--- src/rtl/plac_pkg.sv ---
// Shared types and constants for the polyline length accumulator.
package plac_pkg;

    localparam int INDEX_WIDTH   = 32;
    localparam int OUT_LEN_WIDTH = 32;

    typedef struct packed {
        logic busy;
        logic done;
    } unit_status_t;

endpackage

--- src/rtl/plac_sumsq.sv ---
// Difference magnitudes and sum of squares through one shared multiplier.
module plac_sumsq
    import plac_pkg::*;
#(
    parameter int COORD_WIDTH = 24
) (
    input  logic                               aclk,
    input  logic                               aresetn,
    input  logic                               start,
    input  logic signed [COORD_WIDTH-1:0]      cur_x,
    input  logic signed [COORD_WIDTH-1:0]      cur_y,
    input  logic signed [COORD_WIDTH-1:0]      cur_z,
    input  logic signed [COORD_WIDTH-1:0]      prev_x,
    input  logic signed [COORD_WIDTH-1:0]      prev_y,
    input  logic signed [COORD_WIDTH-1:0]      prev_z,
    output logic [2*(COORD_WIDTH+1)-1:0]       sum_sq,
    output unit_status_t                       status
);

    localparam int P     = COORD_WIDTH + 1;
    localparam int SUM_W = 2 * P;

    logic [P-1:0]     mag_reg [3];
    logic [1:0]       cnt_reg;
    logic             active_reg;
    logic             done_reg;
    logic [SUM_W-1:0] prod_reg;
    logic [SUM_W-1:0] sum_reg;
    logic [P-1:0]     sel;
    logic [SUM_W-1:0] prod_next;
    logic             last_step;

    function automatic logic [P-1:0] magnitude(input logic signed [COORD_WIDTH-1:0] a,
                                               input logic signed [COORD_WIDTH-1:0] b);
        logic signed [P-1:0] d;
        d = {a[COORD_WIDTH-1], a} - {b[COORD_WIDTH-1], b};
        return d[P-1] ? P'(-d) : P'(d);
    endfunction

    assign sel       = (cnt_reg == 2'd3) ? mag_reg[0] : mag_reg[cnt_reg];
    assign prod_next = sel * sel;
    assign last_step = active_reg && (cnt_reg == 2'd3);

    always_ff @(posedge aclk) begin
        if (!aresetn) begin
            active_reg <= 1'b0;
            done_reg   <= 1'b0;
            cnt_reg    <= 2'd0;
        end else begin
            done_reg <= last_step;
            if (start) begin
                active_reg <= 1'b1;
                cnt_reg    <= 2'd0;
            end else if (active_reg) begin
                cnt_reg <= cnt_reg + 2'd1;
                if (last_step) begin
                    active_reg <= 1'b0;
                end
            end
        end
    end

    always_ff @(posedge aclk) begin
        if (start) begin
            mag_reg[0] <= magnitude(cur_x, prev_x);
            mag_reg[1] <= magnitude(cur_y, prev_y);
            mag_reg[2] <= magnitude(cur_z, prev_z);
            sum_reg    <= '0;
        end else if (active_reg) begin
            prod_reg <= prod_next;
            if (cnt_reg != 2'd0) begin
                sum_reg <= sum_reg + prod_reg;
            end
        end
    end

    assign sum_sq      = sum_reg;
    assign status.busy = active_reg;
    assign status.done = done_reg;

endmodule

--- src/rtl/plac_isqrt.sv ---
// Iterative floor square root, one bit pair per cycle.
module plac_isqrt
    import plac_pkg::*;
#(
    parameter int COORD_WIDTH = 24
) (
    input  logic                             aclk,
    input  logic                             aresetn,
    input  logic                             start,
    input  logic [2*(COORD_WIDTH+1)-1:0]     radicand,
    output logic [COORD_WIDTH:0]             root,
    output unit_status_t                     status
);

    localparam int P     = COORD_WIDTH + 1;
    localparam int SUM_W = 2 * P;
    localparam int CNT_W = $clog2(P + 1);

    logic [SUM_W-1:0] rad_reg;
    logic [P+1:0]     rem_reg;
    logic [P-1:0]     q_reg;
    logic [CNT_W-1:0] cnt_reg;
    logic             active_reg;
    logic             done_reg;
    logic [P+1:0]     rem_sh;
    logic [P+1:0]     trial;
    logic             fits;

    assign rem_sh = {rem_reg[P-1:0], rad_reg[SUM_W-1 -: 2]};
    assign trial  = {q_reg, 2'b01};
    assign fits   = rem_sh >= trial;

    always_ff @(posedge aclk) begin
        if (!aresetn) begin
            active_reg <= 1'b0;
            done_reg   <= 1'b0;
            cnt_reg    <= '0;
        end else begin
            done_reg <= active_reg && (cnt_reg == CNT_W'(1));
            if (start) begin
                active_reg <= 1'b1;
                cnt_reg    <= CNT_W'(P);
            end else if (active_reg) begin
                cnt_reg <= cnt_reg - CNT_W'(1);
                if (cnt_reg == CNT_W'(1)) begin
                    active_reg <= 1'b0;
                end
            end
        end
    end

    always_ff @(posedge aclk) begin
        if (start) begin
            rad_reg <= radicand;
            rem_reg <= '0;
            q_reg   <= '0;
        end else if (active_reg) begin
            rad_reg <= {rad_reg[SUM_W-3:0], 2'b00};
            if (fits) begin
                rem_reg <= rem_sh - trial;
                q_reg   <= {q_reg[P-2:0], 1'b1};
            end else begin
                rem_reg <= rem_sh;
                q_reg   <= {q_reg[P-2:0], 1'b0};
            end
        end
    end

    assign root        = q_reg;
    assign status.busy = active_reg;
    assign status.done = done_reg;

endmodule

--- src/rtl/polyline_length_accumulator_top.sv ---
// Top level: sequencer, track state and output register of the polyline length accumulator.
//
// Usage: points of a track arrive as beats on the s_ channel, x in the low
// COORD_WIDTH bits of s_tdata, then y, then z; s_tlast marks the last point of
// a track. Each beat that closes a track gives one beat on the m_ channel with
// the track index (m_tdata low 32 bits), the track length in coordinate units
// (m_tdata high 32 bits) and the saturation flag on m_tuser.
// The first point of a track skips the arithmetic and adds a zero segment.
// A later point takes four passes through the shared squaring multiplier,
// then COORD_WIDTH + 1 steps of the bit-serial square root, then the
// accumulate. s_tready is high only while idle.
// A finished result sits in the output register; the next point is accepted
// while it waits, and only the next track end holds until m_tready takes the
// pending beat. Reset (aresetn low, synchronous) clears the track state,
// the track counter and m_tvalid.
module polyline_length_accumulator_top
    import plac_pkg::*;
#(
    parameter int COORD_WIDTH  = 24,
    parameter int LENGTH_WIDTH = 32,
    localparam int S_TDATA_W   = ((3 * COORD_WIDTH + 7) / 8) * 8
) (
    input  logic                                 aclk,
    input  logic                                 aresetn,
    input  logic                                 s_tvalid,
    output logic                                 s_tready,
    input  logic [S_TDATA_W-1:0]                 s_tdata,   // x_coord, y_coord, z_coord
    input  logic                                 s_tlast,
    output logic                                 m_tvalid,
    input  logic                                 m_tready,
    output logic [INDEX_WIDTH+OUT_LEN_WIDTH-1:0] m_tdata,   // track_index, track_length
    output logic                                 m_tuser    // length_saturated
);

    localparam int CW    = COORD_WIDTH;
    localparam int P     = CW + 1;
    localparam int ACC_W = ((P > LENGTH_WIDTH) ? P : LENGTH_WIDTH) + 1;
    localparam logic [LENGTH_WIDTH-1:0] LENGTH_MAX = '1;
    localparam logic [LENGTH_WIDTH+OUT_LEN_WIDTH-1:0] LENGTH_MAX_EXT =
        {{OUT_LEN_WIDTH{1'b0}}, LENGTH_MAX};
    localparam logic [OUT_LEN_WIDTH-1:0] LENGTH_MAX_OUT = LENGTH_MAX_EXT[OUT_LEN_WIDTH-1:0];

    localparam logic [1:0] S_IDLE  = 2'd0;
    localparam logic [1:0] S_SUMSQ = 2'd1;
    localparam logic [1:0] S_ROOT  = 2'd2;
    localparam logic [1:0] S_DONE  = 2'd3;

    logic [1:0]                     state_reg;
    logic [1:0]                     state_next;
    logic signed [CW-1:0]           cur_x_reg, cur_y_reg, cur_z_reg;
    logic                           cur_last_reg;
    logic signed [CW-1:0]           prev_x_reg, prev_y_reg, prev_z_reg;
    logic                           have_prev_reg;
    logic [LENGTH_WIDTH-1:0]        len_reg;
    logic                           ovf_reg;
    logic [INDEX_WIDTH-1:0]         tracks_reg;
    logic [P-1:0]                   seg_reg;
    logic                           m_tvalid_reg;
    logic [INDEX_WIDTH-1:0]         m_index_reg;
    logic [OUT_LEN_WIDTH-1:0]       m_length_reg;
    logic                           m_sat_reg;

    logic                           s_accept;
    logic                           sq_start;
    logic [2*P-1:0]                 sum_sq;
    logic [P-1:0]                   root;
    unit_status_t                   sq_st;
    unit_status_t                   rt_st;
    logic [ACC_W-1:0]               len_sum;
    logic                           len_sat;
    logic [LENGTH_WIDTH-1:0]        len_new;
    logic [LENGTH_WIDTH+OUT_LEN_WIDTH-1:0] len_ext;
    logic                           out_free;
    logic                           advance;
    logic                           out_load;

    assign s_tready = (state_reg == S_IDLE);
    assign s_accept = s_tvalid && s_tready;
    assign sq_start = s_accept && have_prev_reg;

    plac_sumsq #(.COORD_WIDTH(CW)) u_sumsq (
        .aclk     (aclk),
        .aresetn  (aresetn),
        .start    (sq_start),
        .cur_x    (s_tdata[CW-1:0]),
        .cur_y    (s_tdata[2*CW-1:CW]),
        .cur_z    (s_tdata[3*CW-1:2*CW]),
        .prev_x   (prev_x_reg),
        .prev_y   (prev_y_reg),
        .prev_z   (prev_z_reg),
        .sum_sq   (sum_sq),
        .status   (sq_st)
    );

    plac_isqrt #(.COORD_WIDTH(CW)) u_isqrt (
        .aclk     (aclk),
        .aresetn  (aresetn),
        .start    (sq_st.done),
        .radicand (sum_sq),
        .root     (root),
        .status   (rt_st)
    );

    assign len_sum  = ACC_W'(len_reg) + ACC_W'(seg_reg);
    assign len_sat  = len_sum > ACC_W'(LENGTH_MAX);
    assign len_new  = len_sat ? LENGTH_MAX : len_sum[LENGTH_WIDTH-1:0];
    assign len_ext  = {{OUT_LEN_WIDTH{1'b0}}, len_new};
    assign out_free = !m_tvalid_reg || m_tready;
    assign advance  = (state_reg == S_DONE) && (!cur_last_reg || out_free);
    assign out_load = advance && cur_last_reg;

    always_comb begin
        state_next = state_reg;
        case (state_reg)
            S_IDLE: begin
                if (s_accept) begin
                    state_next = have_prev_reg ? S_SUMSQ : S_DONE;
                end
            end
            S_SUMSQ: begin
                if (sq_st.done) begin
                    state_next = S_ROOT;
                end
            end
            S_ROOT: begin
                if (rt_st.done) begin
                    state_next = S_DONE;
                end
            end
            S_DONE: begin
                if (advance) begin
                    state_next = S_IDLE;
                end
            end
            default: begin
                state_next = S_IDLE;
            end
        endcase
    end

    always_ff @(posedge aclk) begin
        if (!aresetn) begin
            state_reg     <= S_IDLE;
            prev_x_reg    <= '0;
            prev_y_reg    <= '0;
            prev_z_reg    <= '0;
            have_prev_reg <= 1'b0;
            len_reg       <= '0;
            ovf_reg       <= 1'b0;
            tracks_reg    <= '0;
            m_tvalid_reg  <= 1'b0;
        end else begin
            state_reg <= state_next;
            if (advance) begin
                prev_x_reg <= cur_x_reg;
                prev_y_reg <= cur_y_reg;
                prev_z_reg <= cur_z_reg;
                if (cur_last_reg) begin
                    have_prev_reg <= 1'b0;
                    len_reg       <= '0;
                    ovf_reg       <= 1'b0;
                    tracks_reg    <= tracks_reg + INDEX_WIDTH'(1);
                end else begin
                    have_prev_reg <= 1'b1;
                    len_reg       <= len_new;
                    ovf_reg       <= ovf_reg | len_sat;
                end
            end
            if (out_load) begin
                m_tvalid_reg <= 1'b1;
            end else if (m_tready) begin
                m_tvalid_reg <= 1'b0;
            end
        end
    end

    always_ff @(posedge aclk) begin
        if (s_accept) begin
            cur_x_reg    <= s_tdata[CW-1:0];
            cur_y_reg    <= s_tdata[2*CW-1:CW];
            cur_z_reg    <= s_tdata[3*CW-1:2*CW];
            cur_last_reg <= s_tlast;
            seg_reg      <= '0;
        end else if (rt_st.done) begin
            seg_reg <= root;
        end
        if (out_load) begin
            m_index_reg  <= tracks_reg;
            m_length_reg <= len_ext[OUT_LEN_WIDTH-1:0];
            m_sat_reg    <= ovf_reg | len_sat;
        end
    end

    assign m_tvalid = m_tvalid_reg;
    assign m_tdata  = {m_length_reg, m_index_reg};
    assign m_tuser  = m_sat_reg;

    a_idle_units_quiet: assert property (@(posedge aclk) disable iff (!aresetn)
        s_tready |-> !sq_st.busy && !rt_st.busy)
        else $error("input accepted while an arithmetic unit is busy");

    a_root_after_sumsq: assert property (@(posedge aclk) disable iff (!aresetn)
        $rose(rt_st.busy) |-> $past(sq_st.done))
        else $error("square root started without a finished sum of squares");

    a_sat_holds_max: assert property (@(posedge aclk) disable iff (!aresetn)
        m_tvalid && m_tuser |-> m_tdata[INDEX_WIDTH+OUT_LEN_WIDTH-1:INDEX_WIDTH] == LENGTH_MAX_OUT)
        else $error("saturated length is not the maximum");

    a_index_advances: assert property (@(posedge aclk) disable iff (!aresetn)
        out_load |=> tracks_reg == $past(tracks_reg) + INDEX_WIDTH'(1))
        else $error("track counter did not advance on a result");

endmodule
--- config.mk ---
export PLATFORM = sky130hd
export DESIGN_NAME = polyline_length_accumulator_top
export DESIGN_NICKNAME = d
export VERILOG_FILES = /design/src/rtl/plac_pkg.sv /design/src/rtl/plac_sumsq.sv /design/src/rtl/plac_isqrt.sv /design/src/rtl/polyline_length_accumulator_top.sv
export SDC_FILE = /design/constraint.sdc
export NUM_CORES = 2
export LEC_CHECK = 0
export BUFFER_PORTS_ARGS = -buffer_cell sky130_fd_sc_hd__buf_2
export CAP_MARGIN = 0
export CORE_ASPECT_RATIO = 1.75
export CORE_MARGIN = 2
export CORE_UTILIZATION = 55
export DETAILED_ROUTE_END_ITERATION = 6
export GPL_ROUTABILITY_DRIVEN = 0
export PLACE_DENSITY = 0.72
export SLEW_MARGIN = 5
export SYNTH_ARGS = -nofsm -noshare
export SYNTH_HDL_FRONTEND = slang
export SYNTH_SLANG_ARGS = --single-unit
--- constraint.sdc ---
create_clock -name aclk -period 17.6 [get_ports aclk]
set_input_delay 1.76 -clock aclk [delete_from_list [all_inputs] [get_ports aclk]]
set_output_delay 1.76 -clock aclk [all_outputs]
set_load 0.01 [all_outputs]
==> Word-level counts from Yosys, hierarchy flattened <==
Memory sizes are Yosys's and may differ from the RTL's. A register that Yosys moved wholly into a read port is not among the register bits.
Cells that the tools add are included.
{ "word_totals": {"wordCells": 109, "memories": 1, "reg_bits": 515, "ramBits": 75, "output_inout_bits": 67, "inputBits": 77} }
{ "mem_list": {"columns": ["memory", "words", "word_bits", "rd", "rd_clocked_by_memory_dff", "write_ports", "line_no", "source"], "rows": [
  ["u_sumsq.mag_reg", 3, 25, 2, 1, 3, "plac_sumsq.sv:23", "logic [P-1:0] mag_reg [3];"]
]} }
{ "classes": {"order_cmp": 2, "multipliers": 1, "bitwise_logic": 3, "n_eq_ne": 9, "reduce_logical": 20, "muxes": 32, "add_sub_neg": 12} }
{ "op_table": {"columns": ["cell", "n"], "rows": [
  ["$mux 25", 5],
  ["$mux 50", 2],
  ["$neg 25->25", 3],
  ["$sub 24x24->25", 3],
  ["$mux 32", 2],
  ["$add 50x50->50", 1],
  ["$mul 25x25->50", 1],
  ["$add 32x25->33", 1],
  ["$gt 33x32->1 const B", 1],
  ["$add 32x1->32 const B", 1],
  ["$ge 27x27->1", 1],
  ["$sub 25x25->25", 1],
  ["$mux 2", 7],
  ["$mux 1", 13],
  ["$mux 5", 2],
  ["$pmux 2 s4", 1],
  ["$eq 2x2->1 const B", 3],
  ["$logic_and 1x1->1", 6],
  ["$ne 2x1->1 const B", 3],
  ["$reduce_and 2->1", 3],
  ["$reduce_bool 2->1", 3],
  ["$eq 5x1->1 const B", 1],
  ["$sub 5x1->5 const B", 1],
  ["$reduce_and 4->1", 1],
  ["9 further kinds", 13]
]} }

==> Longest topological paths before layout <==
{ "logic_depth": {"depth_word": 6, "depth_mapped": 36, "ltp_nobuf": 31} }

==> Hierarchy <==
From an unflattened synthesis, not the netlist that was laid out.
{ "unflattened": {"cells_unflattened": 5259, "hier_area_um2": 49882.8} }
{ "modules_own_cells": {"columns": ["mod", "n_inst", "area_each_um2", "cells_per_inst"], "rows": [
  ["plac_sumsq", 1, 31755.5, 3613],
  ["polyline_length_accumulator_top", 1, 12304.3, 1103],
  ["plac_isqrt", 1, 5823.1, 543]
]} }

==> Worst setup path before layout <==
Ideal clock, no wire load.
{ "synth_path": {"kind": "register to register", "from": "register u_sumsq.cnt_reg[0]", "to": "register u_sumsq.prod_reg[47], data pin", "n_path_buf": 4, "t_required_ns": 17.341, "path_stages_with_launch": 32, "path_slack_ns": 9.269, "arrival_time_ns": 8.072, "path_cell_list": "dfxtp_1 > ha_1 > clkbuf_1 > o21bai_1 > clkbuf_1 > buf_1 > a21o_1 > clkbuf_1 > nand2_1 > fa_1 > inv_1 > fa_1 > inv_1 > fa_1 > fa_1 > inv_1 > fa_1 > fa_1 > inv_1 > fa_1 > inv_1 > ha_1 > a21oi_1 > o21ai_0 > a221oi_1 > a2bb2oi_1 > o21ai_0 > o41a_1 > a21oi_1 > o211ai_1 > a21o_1 > xor2_1"} }
{ "synth_between": {"elab_chain_len": 3} }
{ "synth_lines": {"columns": ["item", "line_no", "source"], "rows": [
  ["from (decl)", "plac_sumsq.sv:24", "logic [1:0] cnt_reg;"],
  ["from (signal assigned)", "plac_sumsq.sv:55", "cnt_reg <= cnt_reg + 2'd1;"],
  ["$eq 2x2->1", "plac_sumsq.sv:40", "assign sel = (cnt_reg == 2'd3) ? mag_reg[0] : mag_reg[cnt_reg];"],
  ["$mux 25", "plac_sumsq.sv:40", null],
  ["$mul 25x25->50", "plac_sumsq.sv:41", "assign prod_next = sel * sel;"],
  ["named net u_sumsq.prod_next[47]", "plac_sumsq.sv:30", "logic [SUM_W-1:0] prod_next;"],
  ["to (signal assigned)", "plac_sumsq.sv:70", "prod_reg <= prod_next;"],
  ["to (decl)", "plac_sumsq.sv:27", "logic [SUM_W-1:0] prod_reg;"]
]} }
The timed path passes the listed nets, and every way through them passes these cells.
A chain may end at the register's enable or synchronous reset.

==> flow_metrics.tcl <==
set metrics [dict create \
    status "finished, final reports clean" \
    synthFlopType "edfxtp_1" \
    start_util_pct 55.5 \
    yosysTopAreaCellShare_pct 19.3 \
    largest_register_ff_count 75 \
    row_count 144 \
    synthesis.nets 6095 \
    regArea_mm2 0.0150 \
    area.growth.synth_to_final_pct 8.02 \
    tritoncts "built" \
    drt-initial-drc-count 1781 \
    stdcell_count 6457 \
    start_kind "flip-flop" \
    synth_top_area_cell "fa_1" \
    fill_cells 7635 \
    min-delay-start "prev_y_reg[15]$_SDFFE_PN0P_" \
    hold_buffers 0 \
    dieArea_mm2 0.0912 \
    cp_max_fo 29 \
    num_antenna_cells 0 \
    async_flop_share_pct 0 \
    arrival_ns 10.24 \
    via_per_inst 5.67 \
    drive_gt1_share_pct 7.32 \
    worst_ep_required_time_ns 18.03 \
    dp_cells 6351 \
    multi_input_area_mm2 0.0300 \
    ys_types 87 \
    finalSetupViolCount 0 \
    syn_area_mm2 0.0488 \
    grt_pass1_wl_um 194000 \
    cap_viol_max_count 0 \
    postCtsSetupBuffers 0 \
    crit_top_cell "fa_1" \
    synth_edf_count 312 \
    hold_class "flip-flop to flip-flop" \
    drt_pass1_iterations 7 \
    finalSetupTns_ns 0 \
    critPathSlowestCell "dfxtp_1" \
    maxSlewHeadroom_pct 28.5 \
    dieHeight_um 398 \
    fin_nets 6153 \
    wl_per_cell_um 18.7 \
    die_x_um 229 \
    synth_seq_cells 591 \
    hold_depth 2 \
    design.portCount 144 \
    routed_wirelength_um 121000 \
    worst_pin_slew_ns 1.07 \
    synth_seq_area_share_pct 30.6 \
    period_needed_ns 9.82 \
    synth_area_per_cell_um2 9.41 \
    regToRegSetupSlack_ns 7.78 \
    worst_setup_path_end_kind "flip-flop" \
    dpl.hpwl_um 94300 \
    cts-resized-gates 0 \
    drc_errors 0 \
    core_mm2 0.0879 \
    drtAntennaViolNets 0 \
    cts_buffers 56 \
    vias 36600 \
    synth.area.top_cells "fa_1, edfxtp_1, dfxtp_1" \
    finalCritPeriodShare_pct 55.8 \
    ctsHtreeMaxLevel 2 \
    numPortBuffers 143 \
    hold_end "prev_y_reg[15]$_SDFFE_PN0P_" \
    clkSinkCount 591 \
    antenna_found_initial 1 \
    grt_setup_unrepaired "no" \
    root_buffer "clkbuf_16" \
    synth_cells 5183 \
    hold_viol 0 \
    reg2reg_depth 28 \
    clk_latency_ns 0.67 \
    regToRegEndpoint "u_sumsq.prod_reg[48]$_DFFE_PP_" \
    utilization_pct 59.9 \
    path_clk_slew_ns 0.07 \
    final-max-slew-violation-count 0 \
    fin_skew_ns 0.0595 \
    cts.path.max_buffers 3 \
    grt_max_degree 80 \
    track_usage_pct 26.7 \
    crit_type "flip-flop to flip-flop" \
    first_global_vias 38500 \
    ys_warn_count 0 \
    grt-ovfl-total 0 \
    fmax_mhz 102 \
    max_stage_delay_ns 0.86 \
]
cells in the mapped netlist (26+ instances only):
master    count
nor2_1      430
mux2i_1      77
a211oi_1     44
nor2b_1      30
inv_1       832
a21o_1      124
fa_1        470
nand3_1      69
ha_1        365
and3_1       48
nor3_1       54
nand4_1      47
xnor2_1     175
o21bai_1     26
a31oi_1      32
edfxtp_1    312
a22o_1       26
clkbuf_1    156
o21ai_0     141
nand2_1     564
dfxtp_1     279
nand2b_1     30
mux2_2       52
a21oi_1     330
o31ai_1      26
a22oi_1      27
xor2_1      107
cell usage in the layout, fill, tap and decap left out, drive strengths merged, types with 10 or more instances in the layout:
master  count
xor2      107
and2       13
nand2     564
nor4       16
mux2i      77
nor3       54
mux2       52
o31ai      27
nor2b      30
o21ai     146
a211o      10
clkbuf     69
nand4      47
ha        365
dfxtp     279
nor2      430
buf       186
a21oi     332
xnor2     175
a211oi     44
nand3      69
edfxtp    312
inv       843
fa        470
o21a       24
or2        11
o211ai     20
and3       49
o21bai     26
and4       12
clkinv     23
or3        16
nand2b     30
a22oi      27
a21o      124
a31oi      32
a22o       26
layer usage:
metal	part of all wire [%]	up-vias	global-route usage (%)
met4	7.9	2	18.4
li1	-	17300	-
met1	35	17700	26.9
met2	53	1041	50.6
met3	4.4	475	3.26
met5	0.011	-	0
final cells by class:
class                      count  share of cell area [%]
tap                         1168                    2.77
multi-input combinational   3566                    57.0
clock buffer                  69                    2.95
sequential                   591                    28.4
clock inverter                37                   0.973
timing repair buffer         186                    1.97
inverter                     840                    5.99
worst max-delay path by stage:
| stage | slack [ns] | endpoint | startpoint |
|---|---|---|---|
| global placement | 8.00 | u_sumsq.prod_reg[45]$_DFFE_PP_ | flip-flop |
| detailed placement | 7.88 | u_sumsq.prod_reg[48]$_DFFE_PP_ | flip-flop |
| global route | 7.30 | u_sumsq.prod_reg[49]$_DFFE_PP_ | flip-flop |
| finish | 7.78 | u_sumsq.prod_reg[48]$_DFFE_PP_ | flip-flop |
| floorplan | 9.27 | u_sumsq.prod_reg[47]$_DFFE_PP_ | u_sumsq.cnt_reg[0]$_SDFFE_PP0P_ |
| CTS | 7.85 | u_sumsq.prod_reg[48]$_DFFE_PP_ | flip-flop |
metrics by stage:
step	setup WS (ns)	hold slack, ns	cell area [um2]
2_1_floorplan	9.27	0.428	48800
3_3_place_gp	8.00	0.442	50600
3_5_place_dp	7.88	0.447	50600
4_1_cts	7.85	0.456	52700
5_1_grt	7.30	0.471	52700
6_report	7.78	0.452	52700
cell families after synthesis:
logic type	count (synthesis)	share of synthesized area (%)
and+or+nand+nor	1377	12.5
buffers and inverters	1026	7.93
AOI/OAI and AO/OA	943	12.4
adders and majority gates	835	28.6
DFF	591	30.6
xor gates and xnor gates	282	5.06
muxes	129	2.78
critical path, delay by kind of cell (launching register included):
kind / cells / cell delay (ns)
buffers and inverters: 7 / 1.30
adder cells (fa/ha/maj): 8 / 3.94
AND/OR/NAND/NOR: 1 / 0.36
flip-flops: 1 / 0.86
XOR/XNOR: 1 / 0.13
AO/OA/AOI/OAI: 11 / 2.98
Power is left out: the tool's default activity adds up to more than one toggle a clock period on the data nets, which glitch-free logic cannot reach.
